[src/rtl/oahs_pkg.sv]
// shared widths, reset values, register codes and types of the adc smoother
`default_nettype none

package oahs_pkg;

  // payload widths
  localparam int unsigned CHANNEL_W = 3;
  localparam int unsigned SAMPLE_W  = 12;
  localparam int unsigned LEVEL_W   = 20;
  localparam int unsigned FRAC_W    = 8;
  localparam int unsigned GAIN_W    = 16;

  // default sizing
  localparam int unsigned OVERSAMPLE_COUNT_DEF = 8;
  localparam int unsigned CHANNEL_COUNT_DEF    = 8;

  // configuration port
  localparam int unsigned CFG_INDEX_W = 2;
  localparam int unsigned CFG_DATA_W  = 16;

  typedef enum logic [CFG_INDEX_W-1:0] {
    CFG_DEADBAND   = 2'd0,
    CFG_POT_GAIN   = 2'd1,
    CFG_CV_GAIN    = 2'd2,
    CFG_CV_CHANNEL = 2'd3
  } cfg_index_t;

  // register reset values
  localparam logic [SAMPLE_W-1:0]  DEADBAND_RST   = 12'd8;
  localparam logic [GAIN_W-1:0]    POT_GAIN_RST   = 16'd6554;
  localparam logic [GAIN_W-1:0]    CV_GAIN_RST    = 16'd6554;
  localparam logic [CHANNEL_W-1:0] CV_CHANNEL_RST = 3'd6;

  typedef struct packed {
    logic [SAMPLE_W-1:0]  deadband_threshold;
    logic [GAIN_W-1:0]    pot_filter_gain;
    logic [GAIN_W-1:0]    cv_filter_gain;
    logic [CHANNEL_W-1:0] cv_channel_number;
  } cfg_t;

  // one finished average on its way to the filter
  typedef struct packed {
    logic [CHANNEL_W-1:0] channel;
    logic [SAMPLE_W-1:0]  average;
  } avg_t;

endpackage

`default_nettype wire

[src/rtl/oahs_if.sv]
// valid/ready channel interfaces for conversions and filtered results
`default_nettype none

interface oahs_conv_if;
  logic                             valid;
  logic                             ready;
  logic [oahs_pkg::CHANNEL_W-1:0]   channel;
  logic [oahs_pkg::SAMPLE_W-1:0]    sample;
  logic                             discard;

  modport source (output valid, channel, sample, discard, input ready);
  modport sink   (input valid, channel, sample, discard, output ready);
endinterface

interface oahs_result_if;
  logic                             valid;
  logic                             ready;
  logic [oahs_pkg::CHANNEL_W-1:0]   out_channel;
  logic [oahs_pkg::SAMPLE_W-1:0]    average;
  logic [oahs_pkg::LEVEL_W-1:0]     level;
  logic                             held;

  modport source (output valid, out_channel, average, level, held, input ready);
  modport sink   (input valid, out_channel, average, level, held, output ready);
endinterface

`default_nettype wire

[src/rtl/oahs_average.sv]
// input register, oversample accumulator and truncated mean stage
`default_nettype none

module oahs_average #(
  parameter int unsigned OVERSAMPLE_COUNT = oahs_pkg::OVERSAMPLE_COUNT_DEF,
  parameter int unsigned CHANNEL_COUNT    = oahs_pkg::CHANNEL_COUNT_DEF
) (
  input  wire logic          clk,
  input  wire logic          rst,
  oahs_conv_if.sink          conv,
  output oahs_pkg::avg_t     avg_data,
  output logic               avg_valid,
  input  wire logic          avg_ready
);

  localparam int unsigned LOG_N   = $clog2(OVERSAMPLE_COUNT);
  localparam int unsigned SUM_W   = oahs_pkg::SAMPLE_W + LOG_N;
  localparam int unsigned CNT_W   = (OVERSAMPLE_COUNT > 1) ? LOG_N : 1;
  localparam int unsigned PROD_W  = 2 * SUM_W + 1;
  localparam int unsigned DIV_SHIFT = SUM_W + LOG_N;
  localparam longint unsigned DIV_MULT_L =
    ((64'd1 << DIV_SHIFT) + OVERSAMPLE_COUNT - 1) / OVERSAMPLE_COUNT;
  localparam logic [SUM_W:0]  DIV_MULT  = DIV_MULT_L[SUM_W:0];
  localparam logic [CNT_W-1:0] CNT_LAST = CNT_W'(OVERSAMPLE_COUNT - 1);
  localparam logic [oahs_pkg::CHANNEL_W:0] CH_LIMIT =
    (oahs_pkg::CHANNEL_W + 1)'(CHANNEL_COUNT);

  // input register
  logic                             in_valid;
  logic [oahs_pkg::CHANNEL_W-1:0]   in_channel;
  logic [oahs_pkg::SAMPLE_W-1:0]    in_sample;
  logic                             in_discard;

  // accumulator state
  logic [SUM_W-1:0] sum;
  logic [SUM_W-1:0] sum_next;
  logic [CNT_W-1:0] count;
  logic [CNT_W-1:0] count_next;

  logic              stage_free;
  logic              consume;
  logic              done;
  logic [SUM_W-1:0]  sum_add;
  logic [PROD_W-1:0] quot_prod;
  logic [oahs_pkg::SAMPLE_W-1:0] mean;

  assign stage_free = !avg_valid || avg_ready;
  assign conv.ready = !in_valid || stage_free;
  assign consume    = in_valid && stage_free;

  // truncated mean by reciprocal multiply, exact over the whole sum range
  assign sum_add   = sum + SUM_W'(in_sample);
  assign quot_prod = PROD_W'(sum_add) * PROD_W'(DIV_MULT);
  assign mean      = quot_prod[DIV_SHIFT +: oahs_pkg::SAMPLE_W];

  // accumulator update for the item leaving the input register
  always_comb begin
    sum_next   = sum;
    count_next = count;
    done       = 1'b0;
    if (consume) begin
      if (in_discard) begin
        sum_next   = '0;
        count_next = '0;
      end else if ({1'b0, in_channel} < CH_LIMIT) begin
        if (count == CNT_LAST) begin
          sum_next   = '0;
          count_next = '0;
          done       = 1'b1;
        end else begin
          sum_next   = sum_add;
          count_next = count + CNT_W'(1);
        end
      end
    end
  end

  // control registers
  always_ff @(posedge clk) begin
    if (rst) begin
      in_valid  <= 1'b0;
      avg_valid <= 1'b0;
      sum       <= '0;
      count     <= '0;
    end else begin
      sum   <= sum_next;
      count <= count_next;
      if (conv.ready) begin
        in_valid <= conv.valid;
      end
      if (stage_free) begin
        avg_valid <= done;
      end
    end
  end

  // payload registers
  always_ff @(posedge clk) begin
    if (conv.ready) begin
      in_channel <= conv.channel;
      in_sample  <= conv.sample;
      in_discard <= conv.discard;
    end
    if (stage_free) begin
      avg_data.channel <= in_channel;
      avg_data.average <= mean;
    end
  end

endmodule

`default_nettype wire

[src/rtl/oahs_filter.sv]
// deadband check, per-channel exponential filter and result register
`default_nettype none

module oahs_filter #(
  parameter int unsigned CHANNEL_COUNT = oahs_pkg::CHANNEL_COUNT_DEF
) (
  input  wire logic            clk,
  input  wire logic            rst,
  input  wire oahs_pkg::cfg_t  cfg,
  input  wire oahs_pkg::avg_t  avg_data,
  input  wire logic            avg_valid,
  output logic                 avg_ready,
  oahs_result_if.source        result
);

  localparam int unsigned IDX_W  = $clog2(CHANNEL_COUNT);
  localparam int unsigned LVL_W  = oahs_pkg::LEVEL_W;
  localparam int unsigned SMP_W  = oahs_pkg::SAMPLE_W;
  localparam int unsigned PROD_W = oahs_pkg::GAIN_W + LVL_W;

  // per-channel state
  logic [SMP_W-1:0] last_accepted [CHANNEL_COUNT];
  logic [LVL_W-1:0] filtered_level [CHANNEL_COUNT];

  // result register
  logic                           out_valid;
  logic [oahs_pkg::CHANNEL_W-1:0] out_channel;
  logic [SMP_W-1:0]               out_average;
  logic [LVL_W-1:0]               out_level;
  logic                           out_held;

  logic                       take;
  logic [IDX_W-1:0]           idx;
  logic [SMP_W-1:0]           last;
  logic [LVL_W-1:0]           lvl;
  logic                       is_cv;
  logic [SMP_W-1:0]           delta;
  logic                       held;
  logic [SMP_W-1:0]           value;
  logic [oahs_pkg::GAIN_W-1:0] gain;
  logic [LVL_W-1:0]           target;
  logic                       rising;
  logic [LVL_W-1:0]           span;
  logic [PROD_W-1:0]          step_prod;
  logic [LVL_W-1:0]           step;
  logic [LVL_W-1:0]           level_next;

  assign avg_ready = !out_valid || result.ready;
  assign take      = avg_valid && avg_ready;

  assign idx   = avg_data.channel[IDX_W-1:0];
  assign last  = last_accepted[idx];
  assign lvl   = filtered_level[idx];
  assign is_cv = avg_data.channel == cfg.cv_channel_number;

  // deadband against the last accepted pot value
  assign delta = (avg_data.average >= last) ? avg_data.average - last
                                            : last - avg_data.average;
  assign held  = !is_cv && (delta < cfg.deadband_threshold);
  assign value = held ? last : avg_data.average;
  assign gain  = is_cv ? cfg.cv_filter_gain : cfg.pot_filter_gain;

  // one exponential step toward the target, never past it
  assign target     = {value, {oahs_pkg::FRAC_W{1'b0}}};
  assign rising     = target >= lvl;
  assign span       = rising ? target - lvl : lvl - target;
  assign step_prod  = PROD_W'(gain) * PROD_W'(span);
  assign step       = step_prod[PROD_W-1 -: LVL_W];
  assign level_next = rising ? lvl + step : lvl - step;

  // channel state, cleared at reset
  always_ff @(posedge clk) begin
    if (rst) begin
      for (int i = 0; i < CHANNEL_COUNT; i++) begin
        last_accepted[i]  <= '0;
        filtered_level[i] <= '0;
      end
    end else if (take) begin
      filtered_level[idx] <= level_next;
      if (!is_cv && !held) begin
        last_accepted[idx] <= avg_data.average;
      end
    end
  end

  // result valid
  always_ff @(posedge clk) begin
    if (rst) begin
      out_valid <= 1'b0;
    end else if (avg_ready) begin
      out_valid <= avg_valid;
    end
  end

  // result payload
  always_ff @(posedge clk) begin
    if (take) begin
      out_channel <= avg_data.channel;
      out_average <= avg_data.average;
      out_level   <= level_next;
      out_held    <= held;
    end
  end

  assign result.valid       = out_valid;
  assign result.out_channel = out_channel;
  assign result.average     = out_average;
  assign result.level       = out_level;
  assign result.held        = out_held;

endmodule

`default_nettype wire

[src/rtl/oversampled_adc_hysteresis_smoother_core.sv]
// Oversampled converter smoother: each conversion transaction lands in an input
// register; the next stage adds it to the oversample sum and, on the last kept
// conversion of a block, forms the truncated mean with a reciprocal multiply;
// the stage after that applies the pot deadband and one exponential filter
// step for the channel and loads the result register. A new conversion is
// taken every cycle unless the result side stalls; a block's result leaves
// through the input, average and result registers. The rate is set by the
// per-channel filter read-modify-write. Discarded conversions and conversions
// on channels at or above CHANNEL_COUNT produce no result. Configuration is to
// be written only while the block is idle; the block does not enforce this.
`default_nettype none

module oversampled_adc_hysteresis_smoother_core #(
  parameter int unsigned OVERSAMPLE_COUNT = oahs_pkg::OVERSAMPLE_COUNT_DEF,
  parameter int unsigned CHANNEL_COUNT    = oahs_pkg::CHANNEL_COUNT_DEF
) (
  input  wire logic                              clk,
  input  wire logic                              rst,
  input  wire logic                              cfg_write,
  input  wire logic [oahs_pkg::CFG_INDEX_W-1:0]  cfg_index,
  input  wire logic [oahs_pkg::CFG_DATA_W-1:0]   cfg_data,
  oahs_conv_if.sink                              conv,
  oahs_result_if.source                          result
);

  oahs_pkg::cfg_t cfg;
  oahs_pkg::avg_t avg_data;
  logic           avg_valid;
  logic           avg_ready;

  // configuration registers
  always_ff @(posedge clk) begin
    if (rst) begin
      cfg.deadband_threshold <= oahs_pkg::DEADBAND_RST;
      cfg.pot_filter_gain    <= oahs_pkg::POT_GAIN_RST;
      cfg.cv_filter_gain     <= oahs_pkg::CV_GAIN_RST;
      cfg.cv_channel_number  <= oahs_pkg::CV_CHANNEL_RST;
    end else if (cfg_write) begin
      case (oahs_pkg::cfg_index_t'(cfg_index))
        oahs_pkg::CFG_DEADBAND:   cfg.deadband_threshold <= cfg_data[oahs_pkg::SAMPLE_W-1:0];
        oahs_pkg::CFG_POT_GAIN:   cfg.pot_filter_gain    <= cfg_data[oahs_pkg::GAIN_W-1:0];
        oahs_pkg::CFG_CV_GAIN:    cfg.cv_filter_gain     <= cfg_data[oahs_pkg::GAIN_W-1:0];
        oahs_pkg::CFG_CV_CHANNEL: cfg.cv_channel_number  <= cfg_data[oahs_pkg::CHANNEL_W-1:0];
        default: ;
      endcase
    end
  end

  // oversample sum and mean
  oahs_average #(
    .OVERSAMPLE_COUNT (OVERSAMPLE_COUNT),
    .CHANNEL_COUNT    (CHANNEL_COUNT)
  ) u_average (
    .clk       (clk),
    .rst       (rst),
    .conv      (conv),
    .avg_data  (avg_data),
    .avg_valid (avg_valid),
    .avg_ready (avg_ready)
  );

  // deadband and exponential filter
  oahs_filter #(
    .CHANNEL_COUNT (CHANNEL_COUNT)
  ) u_filter (
    .clk       (clk),
    .rst       (rst),
    .cfg       (cfg),
    .avg_data  (avg_data),
    .avg_valid (avg_valid),
    .avg_ready (avg_ready),
    .result    (result)
  );

endmodule

`default_nettype wire
[src/flat_wrapper.sv]
// flat-port wrapper written by rule: the top's interface ports become plain ports
module oversampled_adc_hysteresis_smoother_core_flat 
#(
  parameter int unsigned OVERSAMPLE_COUNT = oahs_pkg::OVERSAMPLE_COUNT_DEF,
  parameter int unsigned CHANNEL_COUNT    = oahs_pkg::CHANNEL_COUNT_DEF
)
  (clk, rst, cfg_write, cfg_index, cfg_data, conv_valid, conv_channel, conv_sample, conv_discard, conv_ready, result_valid, result_out_channel, result_average, result_level, result_held, result_ready);
  oahs_conv_if conv_i ();
  oahs_result_if result_i ();
  input  wire logic clk;
  input  wire logic rst;
  input  wire logic cfg_write;
  input  wire logic [oahs_pkg::CFG_INDEX_W-1:0] cfg_index;
  input  wire logic [oahs_pkg::CFG_DATA_W-1:0] cfg_data;
  input wire logic [$bits(conv_i.valid)-1:0] conv_valid;
  input wire logic [$bits(conv_i.channel)-1:0] conv_channel;
  input wire logic [$bits(conv_i.sample)-1:0] conv_sample;
  input wire logic [$bits(conv_i.discard)-1:0] conv_discard;
  output wire logic [$bits(conv_i.ready)-1:0] conv_ready;
  output wire logic [$bits(result_i.valid)-1:0] result_valid;
  output wire logic [$bits(result_i.out_channel)-1:0] result_out_channel;
  output wire logic [$bits(result_i.average)-1:0] result_average;
  output wire logic [$bits(result_i.level)-1:0] result_level;
  output wire logic [$bits(result_i.held)-1:0] result_held;
  input wire logic [$bits(result_i.ready)-1:0] result_ready;
  assign conv_i.valid = conv_valid;
  assign conv_i.channel = conv_channel;
  assign conv_i.sample = conv_sample;
  assign conv_i.discard = conv_discard;
  assign conv_ready = conv_i.ready;
  assign result_valid = result_i.valid;
  assign result_out_channel = result_i.out_channel;
  assign result_average = result_i.average;
  assign result_level = result_i.level;
  assign result_held = result_i.held;
  assign result_i.ready = result_ready;
  oversampled_adc_hysteresis_smoother_core #(.OVERSAMPLE_COUNT(OVERSAMPLE_COUNT), .CHANNEL_COUNT(CHANNEL_COUNT)) u_core (.clk(clk), .rst(rst), .cfg_write(cfg_write), .cfg_index(cfg_index), .cfg_data(cfg_data), .conv(conv_i), .result(result_i));
endmodule
[config.mk]
export PLATFORM = sky130hd
export DESIGN_NAME = oversampled_adc_hysteresis_smoother_core_flat
export DESIGN_NICKNAME = d
export VERILOG_FILES = /design/src/rtl/oahs_pkg.sv /design/src/rtl/oahs_if.sv /design/src/rtl/oahs_average.sv /design/src/rtl/oahs_filter.sv /design/src/rtl/oversampled_adc_hysteresis_smoother_core.sv /design/src/flat_wrapper.sv
export SDC_FILE = /design/constraint.sdc
export NUM_CORES = 2
export LEC_CHECK = 0
export BUFFER_PORTS_ARGS = -buffer_cell sky130_fd_sc_hd__buf_2
export CAP_MARGIN = 25
export CORE_MARGIN = 8
export CORE_UTILIZATION = 45
export DETAILED_ROUTE_END_ITERATION = 16
export PLACE_DENSITY = 0.62
export SLEW_MARGIN = 30
export SYNTH_ARGS = -nofsm -noshare
export SYNTH_HDL_FRONTEND = slang
export SYNTH_SLANG_ARGS = --single-unit
[constraint.sdc]
create_clock -name clk -period 17.8 [get_ports clk]
set_input_delay 0 -clock clk [delete_from_list [all_inputs] [get_ports clk]]
set_output_delay 0 -clock clk [all_outputs]
set_load 0.03 [all_outputs]
==> impl_metrics.tcl <==
set metrics [dict create \
    critical-path-slowest-cell "fa_1" \
    async_reset_ff_share_pct 0 \
    synth-simple-area-share_pct 15.2 \
    grt_max_degree 84 \
    muxShareOfSynthArea_pct 7.57 \
    synth-xor-area-share_pct 3.05 \
    fin_crit_ps 17080 \
    synth_top_family_by_area "adder cells" \
    dieHeight_um 280 \
    synth_cells 3079 \
    cts_buffers 42 \
    num_vias 23300 \
    grt_pass1_vias 24200 \
    fmax_mhz 58.5 \
    wl_mm 88.9 \
    clock_sinks 394 \
    fp.dieW_um 280 \
    fin_worst_skew_ps 31.0 \
    ios 77 \
    cts_tree "built" \
    rows 97 \
    layout_common_cells "inv_1 (379), nor2_1 (372), nand2_1 (363), edfxtp_1 (323), fa_1 (254)" \
    cpMostUsedCell "o21a_1" \
    synth_fa_ha_area_share_pct 24.1 \
    cap_violations 0 \
    cts_max_level 2 \
    ys_seq_area_share_pct 35.4 \
    place_congestion 0.968 \
    core-area_sq_um 69500 \
    ys_warn_count 0 \
    hold_violations 0 \
    status "finished clean" \
    nNetsFinal 3734 \
    path_clk_slew_ps 60 \
    grtUsageTotal_pct 22.6 \
    start_util_pct 45.2 \
    hold_class "in -> reg" \
    clock_latency_ps 580 \
    cp.required_ps 18100 \
    drv_slew 0 \
    path_class "reg -> reg" \
    synth_compound_area_share_pct 8.47 \
    synth_cell_types 83 \
    worst_pin_slew_ps 975 \
    grt_antenna_before_repair 0 \
    final_common_cell "inv_1" \
    firstDrtPassIters 6 \
    period_share_pct 96.0 \
    synth_edf_count 323 \
    fillCellCount 6272 \
    avgSynthCellArea_sq_um 10.2 \
    drc 0 \
    cp_slowest_stage_delay_ps 550 \
    synthFlopType "edfxtp_1" \
    ant_nets 0 \
    synth_seq_cells 394 \
    cts.root.buffer_cell "clkbuf_16" \
    portBuffers 76 \
    grt_overflow 0 \
    start_kind "register" \
    dieArea_sq_um 78500 \
    netlist_area_sq_um 31400 \
    cp-end-kind "register" \
    fin_area_sq_um 35600 \
    maxSlewHeadroom_pct 33.3 \
    drtIter0Drc 1907 \
    grt_pass1_wl_mm 139 \
    synthToLayoutAreaGrowth_pct 13.3 \
    viasPerCell 5.52 \
    cp_max_fo 11 \
    ctsLongestPathBuffers 3 \
    dp_hpwl_mm 67.2 \
    placed_area_sq_um 33300 \
    synth_nets 3571 \
    timing.critical_path.arrival_ps 17380 \
    setup_viol 0 \
    drive_gt1_share_pct 13.4 \
    avgRoutedWirePerCell_um 21.1 \
]
[synth_stat cells (10+ instances only)]
cell	number	area (sq um)
xor2_1	32	280
a22oi_1	13	97.6
or2_2	14	87.6
mux4_2	63	1420
nand4_1	26	163
fa_1	254	5080
ha_1	199	2490
nand3b_1	16	120
o21a_1	14	105
nor3_1	37	185
nand3_1	23	115
mux2_2	20	225
a21oi_1	133	666
a31oi_1	22	138
inv_1	380	1430
edfxtp_1	323	9700
a211oi_1	24	180
nand2_1	364	1370
a21o_1	50	375
mux2i_1	66	661
xnor2_1	73	639
and2_1	121	757
dfxtp_1	71	1420
or3_1	10	62.6
o21ai_0	35	175
nor2_1	375	1410
nand2b_1	27	169
clkbuf_1	122	458
a2111oi_0	12	105
o21bai_1	26	195
[sequential cells by signal, indices dropped and copies added (netlist names), named ones only]
signal                              cells
u_core.u_average.in_channel             3
u_core.u_average.avg_valid              1
u_core.u_average.avg_data              15
u_core.u_filter.result.level           20
u_core.u_filter.result.valid            1
u_core.u_filter.result.out_channel      3
u_core.u_filter.last_accepted          96
u_core.u_filter.filtered_level        160
u_core.u_filter.result.average         12
u_core.u_average.in_valid               1
u_core.u_average.count                  3
u_core.u_average.sum                   15
u_core.u_average.in_discard             1
u_core.u_average.in_sample             12
u_core.cfg                             47
u_core.u_filter.result.held             1
[final cells by class]
cell class | count | area [sq um] | share of cell area, %
multi-input cells | 2170 | 18700 | 52.5
flip-flops and latches | 394 | 11100 | 31.3
repair buffers | 251 | 1870 | 5.24
inverters | 383 | 1440 | 4.04
well taps | 940 | 1180 | 3.31
clock buffers | 55 | 1100 | 3.09
clock inverters | 23 | 179 | 0.503
diodes | 1 | 2.50 | 0.00703
[routing by layer]
layer | global-route usage, % | routed length [um] | share of wire (%)
met1 | 30.2 | 37500 | 42
met5 | 0 | 0 | 0
met2 | 38.7 | 43500 | 49
met4 | 6.32 | 2470 | 2.8
met3 | 2.68 | 5400 | 6.1
[cells by family after synthesis]
family | count (synthesis)
and+or+nand+nor | 1054
buffers and inverters | 517
adders and majority gates | 453
AOI/OAI and AO/OA | 400
DFF | 394
muxes | 154
xor gates and xnor gates | 107
[path summary, 6_finish.rpt]
path,from,endpoint,slack [ps],cells past startpoint
min,rst,u_core.u_filter.last_accepted[0][2],110,2
min reg2reg,u_core.cfg[28],u_core.cfg[28],460,2
max,register,u_core.u_filter.filtered_level[2][19],720,71
max reg2reg,register,u_core.u_filter.filtered_level[2][19],720,71
[through the flow]
step / utilization (%) / hold slack (ps) / setup TNS (ps) / std cells / setup slack (ps)
finish: 51.2 / 115 / 0 / 4217 / 720
global route: 51.2 / 106 / -346 / 4216 / -58.2
CTS: 50.5 / 82.2 / 0 / 4192 / 67.6
detailed placement: 47.9 / 178 / -514 / 4070 / -72.3
global placement: 47.9 / 177 / 0 / 4070 / 162
floorplan: - / 98.9 / 0 / 3079 / 19.8
[critical path, delay by kind of cell (launching register included)]
family	cells	cell delay, ps
xor+xnor	4	1210
mux	4	1320
fa+ha+maj	11	4610
simple gates	9	1760
compound gates	35	6550
buf+inv	8	930
flops	1	370
[repair_timing]
| action | CTS | global route |
|---|---|---|
| hold endpoints to repair | 65 | 0 |
| cloned | 0 | 3 |
| hold buffers | 40 | 0 |
| setup endpoints to repair | 27 | 100 |
| pin swaps | 0 | 13 |
| gates resized for setup | 5 | 51 |
| setup buffers | 4 | 21 |
Power is left out: the tool's default activity adds up to more than one toggle a clock period on the data nets, which glitch-free logic cannot reach.
